===== src/sv/gcb_pkg.sv =====
package gcb_pkg;

    localparam int MAX_X_DEF = 128;
    localparam int MAX_Y_DEF = 128;

    localparam int COORD_W = 7;
    localparam int CFG_W   = 8;
    localparam int COUNT_W = 15;
    localparam int CLASS_W = 3;

    localparam int S_TDATA_W = 16;
    localparam int M_TDATA_W = 24;

    localparam logic [CFG_W-1:0]   DIM_RESET = 8'd128;
    localparam logic [COUNT_W-1:0] COUNT_MAX = 15'h7FFF;

    localparam logic CMD_MARK     = 1'b0;
    localparam logic CMD_CLASSIFY = 1'b1;

    localparam logic [0:0] REG_GRID_WIDTH  = 1'b0;
    localparam logic [0:0] REG_GRID_HEIGHT = 1'b1;

    typedef enum logic [CLASS_W-1:0] {
        CLS_SOLID_INTERIOR = 3'd0,
        CLS_SOLID_BOUNDARY = 3'd1,
        CLS_PORE_BOUNDARY  = 3'd2,
        CLS_OPEN_PORE      = 3'd3,
        CLS_ENCLOSED_PORE  = 3'd4
    } node_class_t;

    typedef struct packed {
        logic [CFG_W-1:0] width;
        logic [CFG_W-1:0] height;
    } grid_cfg_t;

endpackage


===== src/sv/gcb_seq.sv =====
module gcb_seq #(
    parameter int MAX_X = gcb_pkg::MAX_X_DEF,
    parameter int MAX_Y = gcb_pkg::MAX_Y_DEF,
    localparam int AW   = $clog2(MAX_X),
    localparam int YW   = $clog2(MAX_Y)
) (
    input  logic                            aclk,
    input  logic                            aresetn,
    input  gcb_pkg::grid_cfg_t              cfg,
    input  logic                            s_tvalid,
    output logic                            s_tready,
    input  logic [gcb_pkg::S_TDATA_W-1:0]   s_tdata,
    input  logic                            s_tuser,
    output logic                            m_tvalid,
    input  logic                            m_tready,
    output logic [gcb_pkg::M_TDATA_W-1:0]   m_tdata,
    output logic                            m_tuser,
    output logic                            ram_en,
    output logic                            ram_we,
    output logic [AW-1:0]                   ram_addr,
    output logic [MAX_Y-1:0]                ram_wdata,
    input  logic [MAX_Y-1:0]                ram_rdata
);

    localparam int CW = gcb_pkg::COORD_W;

    typedef enum logic [2:0] {
        S_CLR,
        S_IDLE,
        S_RDL,
        S_RDR,
        S_DEC,
        S_BAD
    } state_t;

    state_t                         state_reg;
    logic [AW-1:0]                  clr_cnt_reg;
    logic                           cmd_reg;
    logic [CW-1:0]                  x_reg;
    logic [CW-1:0]                  y_reg;
    logic [MAX_Y-1:0]               col_c_reg;
    logic [MAX_Y-1:0]               col_l_reg;
    logic [gcb_pkg::COUNT_W-1:0]    count_reg;
    logic                           m_tvalid_reg;
    gcb_pkg::node_class_t           m_class_reg;
    logic                           m_bad_reg;
    logic [gcb_pkg::COUNT_W-1:0]    m_total_reg;

    logic [CW-1:0]          in_x;
    logic [CW-1:0]          in_y;
    logic                   acc;
    logic                   in_ok;
    logic                   out_free;
    logic                   out_load;
    logic                   bit_here_rd;
    logic                   l_ok, r_ok, u_ok, d_ok;
    logic [7:0]             nb_mask;
    logic [7:0]             nb_bits;
    logic                   here;
    logic [3:0]             near;
    logic [3:0]             near_solid;
    gcb_pkg::node_class_t   cls;

    function automatic logic x_in(input logic [CW:0] v, input logic [gcb_pkg::CFG_W-1:0] lim);
        return (v < (CW+1)'(lim)) && (32'(v) < MAX_X);
    endfunction

    function automatic logic y_in(input logic [CW:0] v, input logic [gcb_pkg::CFG_W-1:0] lim);
        return (v < (CW+1)'(lim)) && (32'(v) < MAX_Y);
    endfunction

    assign in_x     = s_tdata[CW-1:0];
    assign in_y     = s_tdata[2*CW-1:CW];
    assign s_tready = (state_reg == S_IDLE);
    assign acc      = s_tvalid && s_tready;
    assign in_ok    = x_in({1'b0, in_x}, cfg.width) && y_in({1'b0, in_y}, cfg.height);
    assign out_free = !m_tvalid_reg || m_tready;
    assign out_load = ((state_reg == S_DEC) || (state_reg == S_BAD)) && out_free;

    assign bit_here_rd = ram_rdata[YW'(y_reg)];

    always_comb begin
        ram_en    = 1'b0;
        ram_we    = 1'b0;
        ram_addr  = AW'(x_reg);
        ram_wdata = ram_rdata | (MAX_Y'(1) << YW'(y_reg));
        case (state_reg)
            S_CLR: begin
                ram_en    = 1'b1;
                ram_we    = 1'b1;
                ram_addr  = clr_cnt_reg;
                ram_wdata = '0;
            end
            S_IDLE: begin
                ram_en   = acc && in_ok;
                ram_addr = AW'(in_x);
            end
            S_RDL: begin
                if (cmd_reg == gcb_pkg::CMD_MARK) begin
                    ram_en = !bit_here_rd;
                    ram_we = 1'b1;
                end else begin
                    ram_en   = 1'b1;
                    ram_addr = AW'(x_reg - CW'(1));
                end
            end
            S_RDR: begin
                ram_en   = 1'b1;
                ram_addr = AW'({1'b0, x_reg} + (CW+1)'(1));
            end
            default: begin
                ram_en = 1'b0;
            end
        endcase
    end

    // neighbor order: left column up/mid/down, center up/down, right up/mid/down
    always_comb begin
        l_ok = (x_reg != '0);
        r_ok = x_in({1'b0, x_reg} + (CW+1)'(1), cfg.width);
        u_ok = (y_reg != '0);
        d_ok = y_in({1'b0, y_reg} + (CW+1)'(1), cfg.height);

        nb_mask = {l_ok & u_ok, l_ok, l_ok & d_ok, u_ok, d_ok,
                   r_ok & u_ok, r_ok, r_ok & d_ok};
        nb_bits = {col_l_reg[YW'(y_reg - CW'(1))], col_l_reg[YW'(y_reg)],
                   col_l_reg[YW'({1'b0, y_reg} + (CW+1)'(1))],
                   col_c_reg[YW'(y_reg - CW'(1))],
                   col_c_reg[YW'({1'b0, y_reg} + (CW+1)'(1))],
                   ram_rdata[YW'(y_reg - CW'(1))], ram_rdata[YW'(y_reg)],
                   ram_rdata[YW'({1'b0, y_reg} + (CW+1)'(1))]};

        here       = col_c_reg[YW'(y_reg)];
        near       = 4'($countones(nb_mask));
        near_solid = 4'($countones(nb_mask & nb_bits));

        if (here) begin
            cls = (near_solid == near) ? gcb_pkg::CLS_SOLID_INTERIOR
                                       : gcb_pkg::CLS_SOLID_BOUNDARY;
        end else if (near_solid == 4'd0) begin
            cls = gcb_pkg::CLS_OPEN_PORE;
        end else if (near_solid < near) begin
            cls = gcb_pkg::CLS_PORE_BOUNDARY;
        end else begin
            cls = gcb_pkg::CLS_ENCLOSED_PORE;
        end
    end

    always_ff @(posedge aclk) begin
        if (!aresetn) begin
            state_reg    <= S_CLR;
            clr_cnt_reg  <= '0;
            count_reg    <= '0;
            m_tvalid_reg <= 1'b0;
        end else begin
            if (out_load) begin
                m_tvalid_reg <= 1'b1;
            end else if (m_tvalid_reg && m_tready) begin
                m_tvalid_reg <= 1'b0;
            end
            unique case (state_reg)
                S_CLR: begin
                    clr_cnt_reg <= clr_cnt_reg + AW'(1);
                    if (clr_cnt_reg == AW'(MAX_X - 1)) begin
                        state_reg <= S_IDLE;
                    end
                end
                S_IDLE: begin
                    if (acc) begin
                        cmd_reg   <= s_tuser;
                        x_reg     <= in_x;
                        y_reg     <= in_y;
                        state_reg <= in_ok ? S_RDL : S_BAD;
                    end
                end
                S_RDL: begin
                    if (cmd_reg == gcb_pkg::CMD_MARK) begin
                        if (!bit_here_rd && (count_reg != gcb_pkg::COUNT_MAX)) begin
                            count_reg <= count_reg + gcb_pkg::COUNT_W'(1);
                        end
                        state_reg <= S_IDLE;
                    end else begin
                        col_c_reg <= ram_rdata;
                        state_reg <= S_RDR;
                    end
                end
                S_RDR: begin
                    col_l_reg <= ram_rdata;
                    state_reg <= S_DEC;
                end
                S_DEC: begin
                    if (out_free) begin
                        m_class_reg  <= cls;
                        m_bad_reg    <= 1'b0;
                        m_total_reg  <= count_reg;
                        state_reg    <= S_IDLE;
                    end
                end
                S_BAD: begin
                    if (out_free) begin
                        m_class_reg  <= gcb_pkg::CLS_SOLID_INTERIOR;
                        m_bad_reg    <= 1'b1;
                        m_total_reg  <= count_reg;
                        state_reg    <= S_IDLE;
                    end
                end
                default: begin
                    state_reg <= S_IDLE;
                end
            endcase
        end
    end

    assign m_tvalid = m_tvalid_reg;
    assign m_tuser  = m_bad_reg;
    assign m_tdata  = {6'b0, m_total_reg, m_class_reg};

endmodule


===== config.mk =====
export PLATFORM = sky130hd
export DESIGN_NAME = gcb_seq
export DESIGN_NICKNAME = d
export VERILOG_FILES = /design/src/sv/gcb_pkg.sv /design/src/sv/gcb_seq.sv
export SDC_FILE = /design/constraint.sdc
export NUM_CORES = 1
export LEC_CHECK = 0
export BUFFER_PORTS_ARGS = -buffer_cell sky130_fd_sc_hd__buf_2
export CAP_MARGIN = 0
export CORE_UTILIZATION = 50
export DETAILED_ROUTE_END_ITERATION = 8
export GPL_TIMING_DRIVEN = 0
export MAX_ROUTING_LAYER = met4
export PLACE_DENSITY = 0.71
export SETUP_SLACK_MARGIN = 0.2
export SLEW_MARGIN = 30
export SYNTH_ARGS = -nofsm -noshare
export SYNTH_HDL_FRONTEND = slang
export SYNTH_SLANG_ARGS = --single-unit

===== constraint.sdc =====
create_clock -name aclk -period 21.7 [get_ports aclk]
set_input_delay 4.34 -clock aclk [delete_from_list [all_inputs] [get_ports aclk]]
set_output_delay 4.34 -clock aclk [all_outputs]
set_load 0.01 [all_outputs]

* After elaboration in Yosys (flattened, before gate mapping)
Cells that the tools add are included.
** Word-level totals
- Register bits :: 316
- Input port bits :: 165
- Word-level logic and storage cells :: 133
** Operators by class
- Add/subtract/negate cells :: 20
- Order comparisons :: 10
- Equal/unequal tests :: 13
- Shift operators :: 1
- Muxes and demuxes :: 43
- Bitwise logic cells :: 7
- Reductions and logical operators :: 27
** Operator list (count)
- 128-bit 2-to-1 mux :: 1
- 128-bit OR :: 1
- 1-bit by 7-bit left shift with 128-bit output (first input constant) :: 1
- 1-bit binary-select mux with 7-bit select :: 9
- 7-bit case mux with 4 select lines :: 1
- 3-bit 2-to-1 mux :: 9
- 7-bit by 8-bit less-than comparator with 1-bit output (second input constant) :: 3
- 1-bit by 1-bit adder with 2-bit output :: 8
- 7-bit by 1-bit adder with 8-bit output (second input constant) :: 2
- 7-bit by 8-bit less-than comparator with 1-bit output :: 2
- 8-bit less-than comparator :: 2
- 8-bit less-than comparator (second input constant) :: 2
- 1-bit 2-to-1 mux :: 16
- 15-bit by 1-bit adder with 15-bit output (second input constant) :: 1
- 15-bit inequality test (second input constant) :: 1
- 3-bit case mux with 5 select lines :: 1
- 3-bit AND reduction :: 5
- 7-bit nonzero test :: 2
- 7-bit by 1-bit subtractor with 7-bit output (second input constant) :: 2
- 2-bit by 2-bit adder with 3-bit output :: 4
- 3-bit by 3-bit adder with 4-bit output :: 2
- 8-bit AND :: 1
- 1-bit logical AND :: 8
- 7-bit by 1-bit adder with 7-bit output (second input constant) :: 1
- other kinds (23) :: 36

* Logic depth before layout (Yosys ltp)
Gate-level depths: netlist of run 1.
- Word-level depth :: 14
- Depth in mapped cells :: 30
- Depth with buffers taken out :: 24

* Worst setup path after synthesis of run 1
Ideal clock, no wire load.
- Kind :: input to register
- Start :: input port aresetn
- End :: register col_l_reg[0] (enable)
- Arrival time :: 16969 ps
- Required time :: 20769 ps
- Setup slack :: 3800 ps
- Stages :: 3
- Path through :: clkbuf_1 > clkinv_1 > nor4_1
** Between the ends
- Longest elaborated chain between the ends :: 1
** RTL lines
- from (decl) :: RTL line gcb_seq.sv:8 : input logic aresetn,
- 2-bit AND reduction (no line)
- to (signal assigned) :: RTL line gcb_seq.sv:188 : col_l_reg <= ram_rdata;
- to (decl) :: RTL line gcb_seq.sv:42 : logic [MAX_Y-1:0] col_l_reg;
Every way passes these cells.
A chain may end at the register's enable or synchronous reset.

* Final worst setup path of run 1
- Start :: input port ram_rdata[22]
- End :: output port ram_en
** Between the ends
- Longest elaborated chain between the ends :: 5
** RTL lines
- from (decl) :: RTL line gcb_seq.sv:22 : input logic [MAX_Y-1:0] ram_rdata
- 1-bit binary-select mux with 7-bit select :: RTL line gcb_seq.sv:80 : assign bit_here_rd = ram_rdata[YW'(y_reg)];
- 1-bit 2-to-1 mux (not written as such) :: RTL line gcb_seq.sv:80
- 1-bit logical NOT :: RTL line gcb_seq.sv:100 : ram_en = !bit_here_rd;
- 1-bit 2-to-1 mux :: RTL line gcb_seq.sv:99 : if (cmd_reg == gcb_pkg::CMD_MARK) begin
- 1-bit case mux with 3 select lines :: RTL line gcb_seq.sv:87 : case (state_reg)
- to (decl) :: RTL line gcb_seq.sv:18 : output logic ram_en,
Every way passes these cells. The select of a mux whose other input is x is not followed.

==> summary.txt, run 1 <==
Status: finished, final reports clean
Initial antenna violation count: 2
Mapped Cells: 1637
Largest delay share family, worst path: simple AND/OR/NAND/NOR gates
Worst Skew: 16.0 ps
Unique cell type count in the Yosys netlist: 72
Total Wirelength: 98900 microns
Final setup fails: 0
Hold Crit Class: reg2reg
Cells along the critical path: buf_2 > mux4_1 > mux2i_1 > o22ai_1 > nor4_1 > nor4_2 > buf_2 > a311oi_1 > buf_2
Starting DRT DRC Count: 3649
Drc violations: 0
Adder-cell area share of the yosys netlist: 3.41%
First-pass GRT wire length: 139000 microns
Fin crit share: 53.7%
Setup WS pre-CTS: 10180 ps
Core area: 44400 sq um
Syn. warnings: 0
XOR/XNOR share of the synthesized area: 1.01%
Comb pwr share: 8.2%
Yosys reg bits: 316
Std cell rows: 77
Synthesized cell area: 22700 sq um
Buffer count from post-CTS setup fixing: 0
Critical Path End Type: output pin
FFs w/ async S/R, synth: 0%
Detailed Routing Iterations Pass 1: 6
Dpl cells: 2584
WP data arrival: 7310 ps
Share of layout cells above drive strength 1: 42.2%
Mux cell area share after synthesis: 35.8%
Sequential power share: 47.3%
Detailed placer's ending HPWL: 71600 microns
Crit path kind: in2out
Starting Density: 51.0%
Startpoint types: input port
Minimum clock period: 11650 ps
Routed vias/inst: 7.44
Hold-fix buffer count after cts: 0
Buf+Inv Stages, Crit Path: 3
Setup TNS: 0 ps
Static leakage: 9.99 nW
Worst-Margin Slew: 1200 ps
Synth top area cells: edfxtp_1, mux4_2, a21oi_1, nor2_1, ha_1
Max Fanout on Critical Path: 10
Total gr overflow: 0
Largest family of logic cells by synthesized area: multiplexers
Post-synth top flop: edfxtp_1
Clk slew on worst S/H paths: 60 ps
Crit-path slowest cell: nor4_1
Latest clock arrival within the worst-skew pair: 580 ps
Switching power total: 0.338 mW
WP data required: 17360 ps
Number of global-route vias before repair: 18800
Final hold vios: 0
GPL Wtd Cong: 1.06
Die Width: 215 microns
Die Height: 215 microns
Clock share of power: 44.5%
# Max-Cap Violations: 0
Footprint of the multi-input gates: 12600 sq um
Synth Area in Simple Gates: 7.72%
Gates resized, CTS repair: 0
Number of synthesized flops with an enable pin: 290
Clock Path Buffers: 3
Post-layout util: 59.9%
CTS tree: yes
H-tree level count: 2
Compound-Gate Fraction of Synth Area: 7.28%
Design area: 26600 sq um
Max-slew violation count: 0
Die Area: 46200 sq um
Placed cell areas: 25400 sq um
RSZ-0062 raised after global routing: false
Count leader, synth: mux4_2
Top cell type's share of synthesized area: 38.4%
Sequential Area: 9230 sq um
Ports: 329
Synth Area per Inst: 13.8 sq um
Post-synthesis sequential area ratio: 40.7%
Cell internal pwr: 1.07 mW
Top post-synthesis cells by count: mux4_2, edfxtp_1, nor2_1
Total Routing Usage GR: 44.1%
Final #Nets: 2254
Switching share of total power: 24.1%
Clk root buf: clkbuf_16
Via count: 19800
Top cell by count, worst path: buf_2
Worst vdd ir: 0.0000472 V
DR WL/cell: 37.3 microns
Yosys top cell by area: edfxtp_1
CTS Sinks: 316
Final non-filler cell total: 2655
Largest net degree at the start of global routing: 25
Slew HR: 19.8%
Max incr delay on CP: 730 ps
Filler Cell Count: 3521
Fmax: 85.9 MHz
PwrDens: 52.9 nW/um^2
Syn-to-layout area delta: 17.4%
CTS buffer count: 38
PortBufs: 319
Slack of the critical path: 10050 ps
ANT nets after route: 0
==> path summary, 6_finish.rpt <==
path                 start  cells past startpoint              to  slack, ps
max reg2reg       y_reg[1]                     30  m_class_reg[2]      10510
min reg2reg   count_reg[6]                      0  m_total_reg[6]        470
min           count_reg[6]                      0  m_total_reg[6]        470
max          ram_rdata[22]                      9          ram_en      10050
==> routing by layer <==
metal	track usage (%)	up-vias	routed length (microns)
li1	-	7458	-
met1	55.4	9719	33700
met2	60.9	2134	41900
met3	16.7	451	16200
met4	25.5	0	7080
met5	-	-	0
==> power groups by stage <==
stage	registers, mW	logic, mW	clock network (mW)
5_1_grt	0.665	0.122	0.644
6_report	0.665	0.115	0.625
3_5_place_dp	0.678	0.110	0
3_3_place_gp	0.678	0.107	0
2_1_floorplan	0.678	0.0556	0
4_1_cts	0.665	0.112	0.621
==> stage by stage <==
step           power (mW)  hold slack (ps)
6_report             1.41              472
5_1_grt              1.43              488
4_1_cts              1.40              468
3_5_place_dp        0.788              454
3_3_place_gp        0.785              441
2_1_floorplan       0.733              423
==> kinds of logic (layout without fill, tap and decap cells) <==
| logic type | after synthesis | count (layout) |
|---|---|---|
| simple gates | 380 | 380 |
| compound gates | 274 | 274 |
| other cells | 1 | 10 |
| mux | 397 | 397 |
| flops | 316 | 316 |
| fa+ha+maj | 57 | 57 |
| xor+xnor | 26 | 26 |
| buf+inv | 186 | 603 |
==> cells in the final DEF, fill, tap and decap left out, types with 11 or more instances in the layout <==
master / Yosys / layout
a211oi_1: 17 / 17
a21oi_1: 157 / 157
and2_1: 11 / 11
and3_1: 12 / 12
buf_2: 35 / 379
buf_4: 24 / 26
clkbuf_1: 65 / 46
clkbuf_16: 0 / 40
clkbuf_2: 0 / 23
dfxtp_1: 26 / 26
edfxtp_1: 290 / 290
ha_1: 49 / 49
inv_1: 40 / 40
mux2_2: 22 / 22
mux2i_1: 48 / 48
mux4_2: 321 / 321
nand2_1: 61 / 61
nand2b_1: 13 / 13
nand3_1: 21 / 21
nor2_1: 192 / 191
nor2b_1: 14 / 14
nor3_1: 14 / 13
o21ai_0: 25 / 25
o22ai_1: 11 / 11
xnor2_1: 16 / 12
==> area by class of cell <==
| cell class | count | share of cell area, % |
|---|---|---|
| Sequential cell | 316 | 34.7 |
| Clock buffer | 46 | 3.92 |
| Inverter | 44 | 0.621 |
| Antenna cell | 4 | 0.0376 |
| Timing Repair Buffer | 350 | 7.12 |
| Tap cell | 592 | 2.79 |
| Buffer | 142 | 2.91 |
| Clock inverter | 21 | 0.532 |
| Multi-Input combinational cell | 1140 | 47.4 |
Power figures use the tool's default switching activity.
==> run 2, diff against run 1 <==
- PLACE_DENSITY: 0.71 -> 0.74
- clock period: 21.7 -> 10.43 ns (I/O delays scaled with it)
==> run 2 against run 1 <==
Net effect:
- count of clock-buffer cells in the layout is 6 higher
- clock power is 120% higher
- non-clock buffer count decreased by 11
- via count is 0.93% higher
- utilization rose by 0.21 points
- worst hold slack worse by 7.2 ps
- register-to-register slack worse by 10000 ps
- global-route usage is 0.43 points lower
- sequential share of layout area fell by 0.12 points
- critical endpoint is now m_class_reg[2]
- highest routed layer unchanged
==> summary.txt, run 2 (synthesis gave the netlist of run 1 again) <==
Syn-to-layout area delta: 17.8%
Worst vdd ir: 0.000101 V (+110%)
Placed cell areas: 25400 sq um (about the same)
Routed vias/inst: 7.54 (+1.2%)
Commonest non-fill, non-tap cell in the layout: buf_2
Detailed Routing Iterations Pass 1: 7 (+1)
Crit path kind: reg2reg
Worst Skew: 17.5 ps (+1.48 ps)
Total Routing Usage GR: 43.7% (-0.43 points)
Die Height: 215 microns (unchanged)
Latest clock arrival within the worst-skew pair: 580 ps (about the same)
Die Area: 46200 sq um (unchanged)
Share of layout cells above drive strength 1: 41.4% (-0.77 points)
GPL Wtd Cong: 1.07 (+0.47%)
Minimum clock period: 10110 ps
Clk root buf: clkbuf_16
WP data arrival: 10430 ps (+3120 ps)
H-tree level count: 2 (unchanged)
Max Fanout on Critical Path: 10 (unchanged)
Fmax: 98.9 MHz
Startpoint types: flip-flop
Worst-Margin Slew: 1200 ps (-1.65 ps)
Detailed placer's ending HPWL: 70900 microns (-1.0%)
Number of global-route vias before repair: 18900 (+0.34%)
Setup TNS: 0 ps (unchanged)
PortBufs: 319 (unchanged)
Final #Nets: 2244 (-0.44%)
Crit-path slowest cell: edfxtp_1
Design area: 26700 sq um (+0.34%)
Hold-fix buffer count after cts: 0 (unchanged)
Total gr overflow: 0 (unchanged)
Hold Crit Class: reg2reg
Die Width: 215 microns (unchanged)
DR WL/cell: 37.3 microns (about the same)
Clk slew on worst S/H paths: 60 ps (about the same)
Clock Path Buffers: 3 (unchanged)
Starting DRT DRC Count: 3986 (+9.2%)
Buffer count from post-CTS setup fixing: 0 (unchanged)
ANT nets after route: 0 (unchanged)
Final non-filler cell total: 2647 (-0.30%)
Fin crit share: 96.9%
Initial antenna violation count: 5 (+3)
Drc violations: 0 (unchanged)
Final setup fails: 0 (unchanged)
Max incr delay on CP: 570 ps (-160 ps)
Filler Cell Count: 3532 (+0.31%)
# Max-Cap Violations: 0 (unchanged)
Ports: 329 (unchanged)
Slew HR: 19.9% (+0.11 points)
CTS Sinks: 316 (unchanged)
Core area: 44400 sq um (unchanged)
Top cell by count, worst path: clkbuf_4
Critical Path End Type: flip-flop
Dpl cells: 2573 (-0.43%)
RSZ-0062 raised after global routing: false
Total Wirelength: 98700 microns (-0.24%)
Max-slew violation count: 0 (unchanged)
Via count: 19900 (+0.93%)
WP data required: 10750 ps (-6610 ps)
Largest net degree at the start of global routing: 29 (+16%)
Status: finished, final reports clean
Starting Density: 51.0% (unchanged)
Tightest hold margin: 465 ps (-7.21 ps)
CTS tree: yes
CTS buffer count: 39 (+2.6%)
Gates resized, CTS repair: 2 (+2)
Static leakage: 9.94 nW (-0.44%)
PwrDens: 113 nW/um^2 (+110%)
Final hold vios: 0 (unchanged)
Std cell rows: 77 (unchanged)
Most frequent cells in the layout: buf_2, mux4_2, edfxtp_1, nor2_1, a21oi_1
First-pass GRT wire length: 137000 microns (-1.1%)
run 2: changes by cell type in the layout (fill, tap and decap cells not counted), sizes merged, moves of 2 or more:
cell    delta
diode      +2
bufinv     +3
clkbuf    +11
clkinv     -6
buf       -16
run 2: layout make-up:
type                    count  area [sq um]  area share [%]
diodes                      6          15.0          0.0563
plain buffers             142           782            2.93
clock buffers              52          1090            4.08
clock inverters            16           190           0.713
inverters                  44           165           0.619
multi-input cells        1140         12600            47.2
flip-flops and latches    316          9230            34.6
well taps                 592           741            2.78
repair buffers            339          1870            7.01
run 2: power breakdown:
group          internal [mW]  switching, mW  total [mW]
registers               1.38        0.00131        1.38
logic                  0.100          0.146       0.247
clock network          0.831          0.554        1.38
run 2: path summary, 6_finish.rpt:
| check | start | end | slack (ps) | cells past startpoint |
|---|---|---|---|---|
| max | y_reg[1] | m_class_reg[2] | 320 | 30 |
| min | count_reg[14] | m_total_reg[14] | 460 | 0 |
| max reg2reg | y_reg[1] | m_class_reg[2] | 320 | 30 |
| min reg2reg | count_reg[14] | m_total_reg[14] | 460 | 0 |
run 2: routing by layer:
metal	wire length, microns	vias up	global-route usage (%)
li1	-	7441	-
met1	32000	9736	53.1
met2	41700	2237	60.4
met3	17400	532	18.0
met4	7650	0	26.8
met5	0	-	-
run 2: per-stage QoR:
step	utilization, %	power (mW)	setup WS [ps]
floorplan	-	1.53	1570
global placement	56.3	1.64	-1010
detailed placement	57.1	1.65	-56.7
CTS	60.0	3.00	224
global route	60.1	3.07	286
finish	60.1	3.01	319
run 2: worst max-delay path, delay by kind of cell (launching register included):
kind | cells | cell delay (ps)
adder cells (fa/ha/maj) | 7 | 2780
multiplexers | 4 | 1480
buffers and inverters | 13 | 4160
AND/OR/NAND/NOR | 3 | 290
AO/OA/AOI/OAI | 3 | 510
flip-flops | 1 | 570
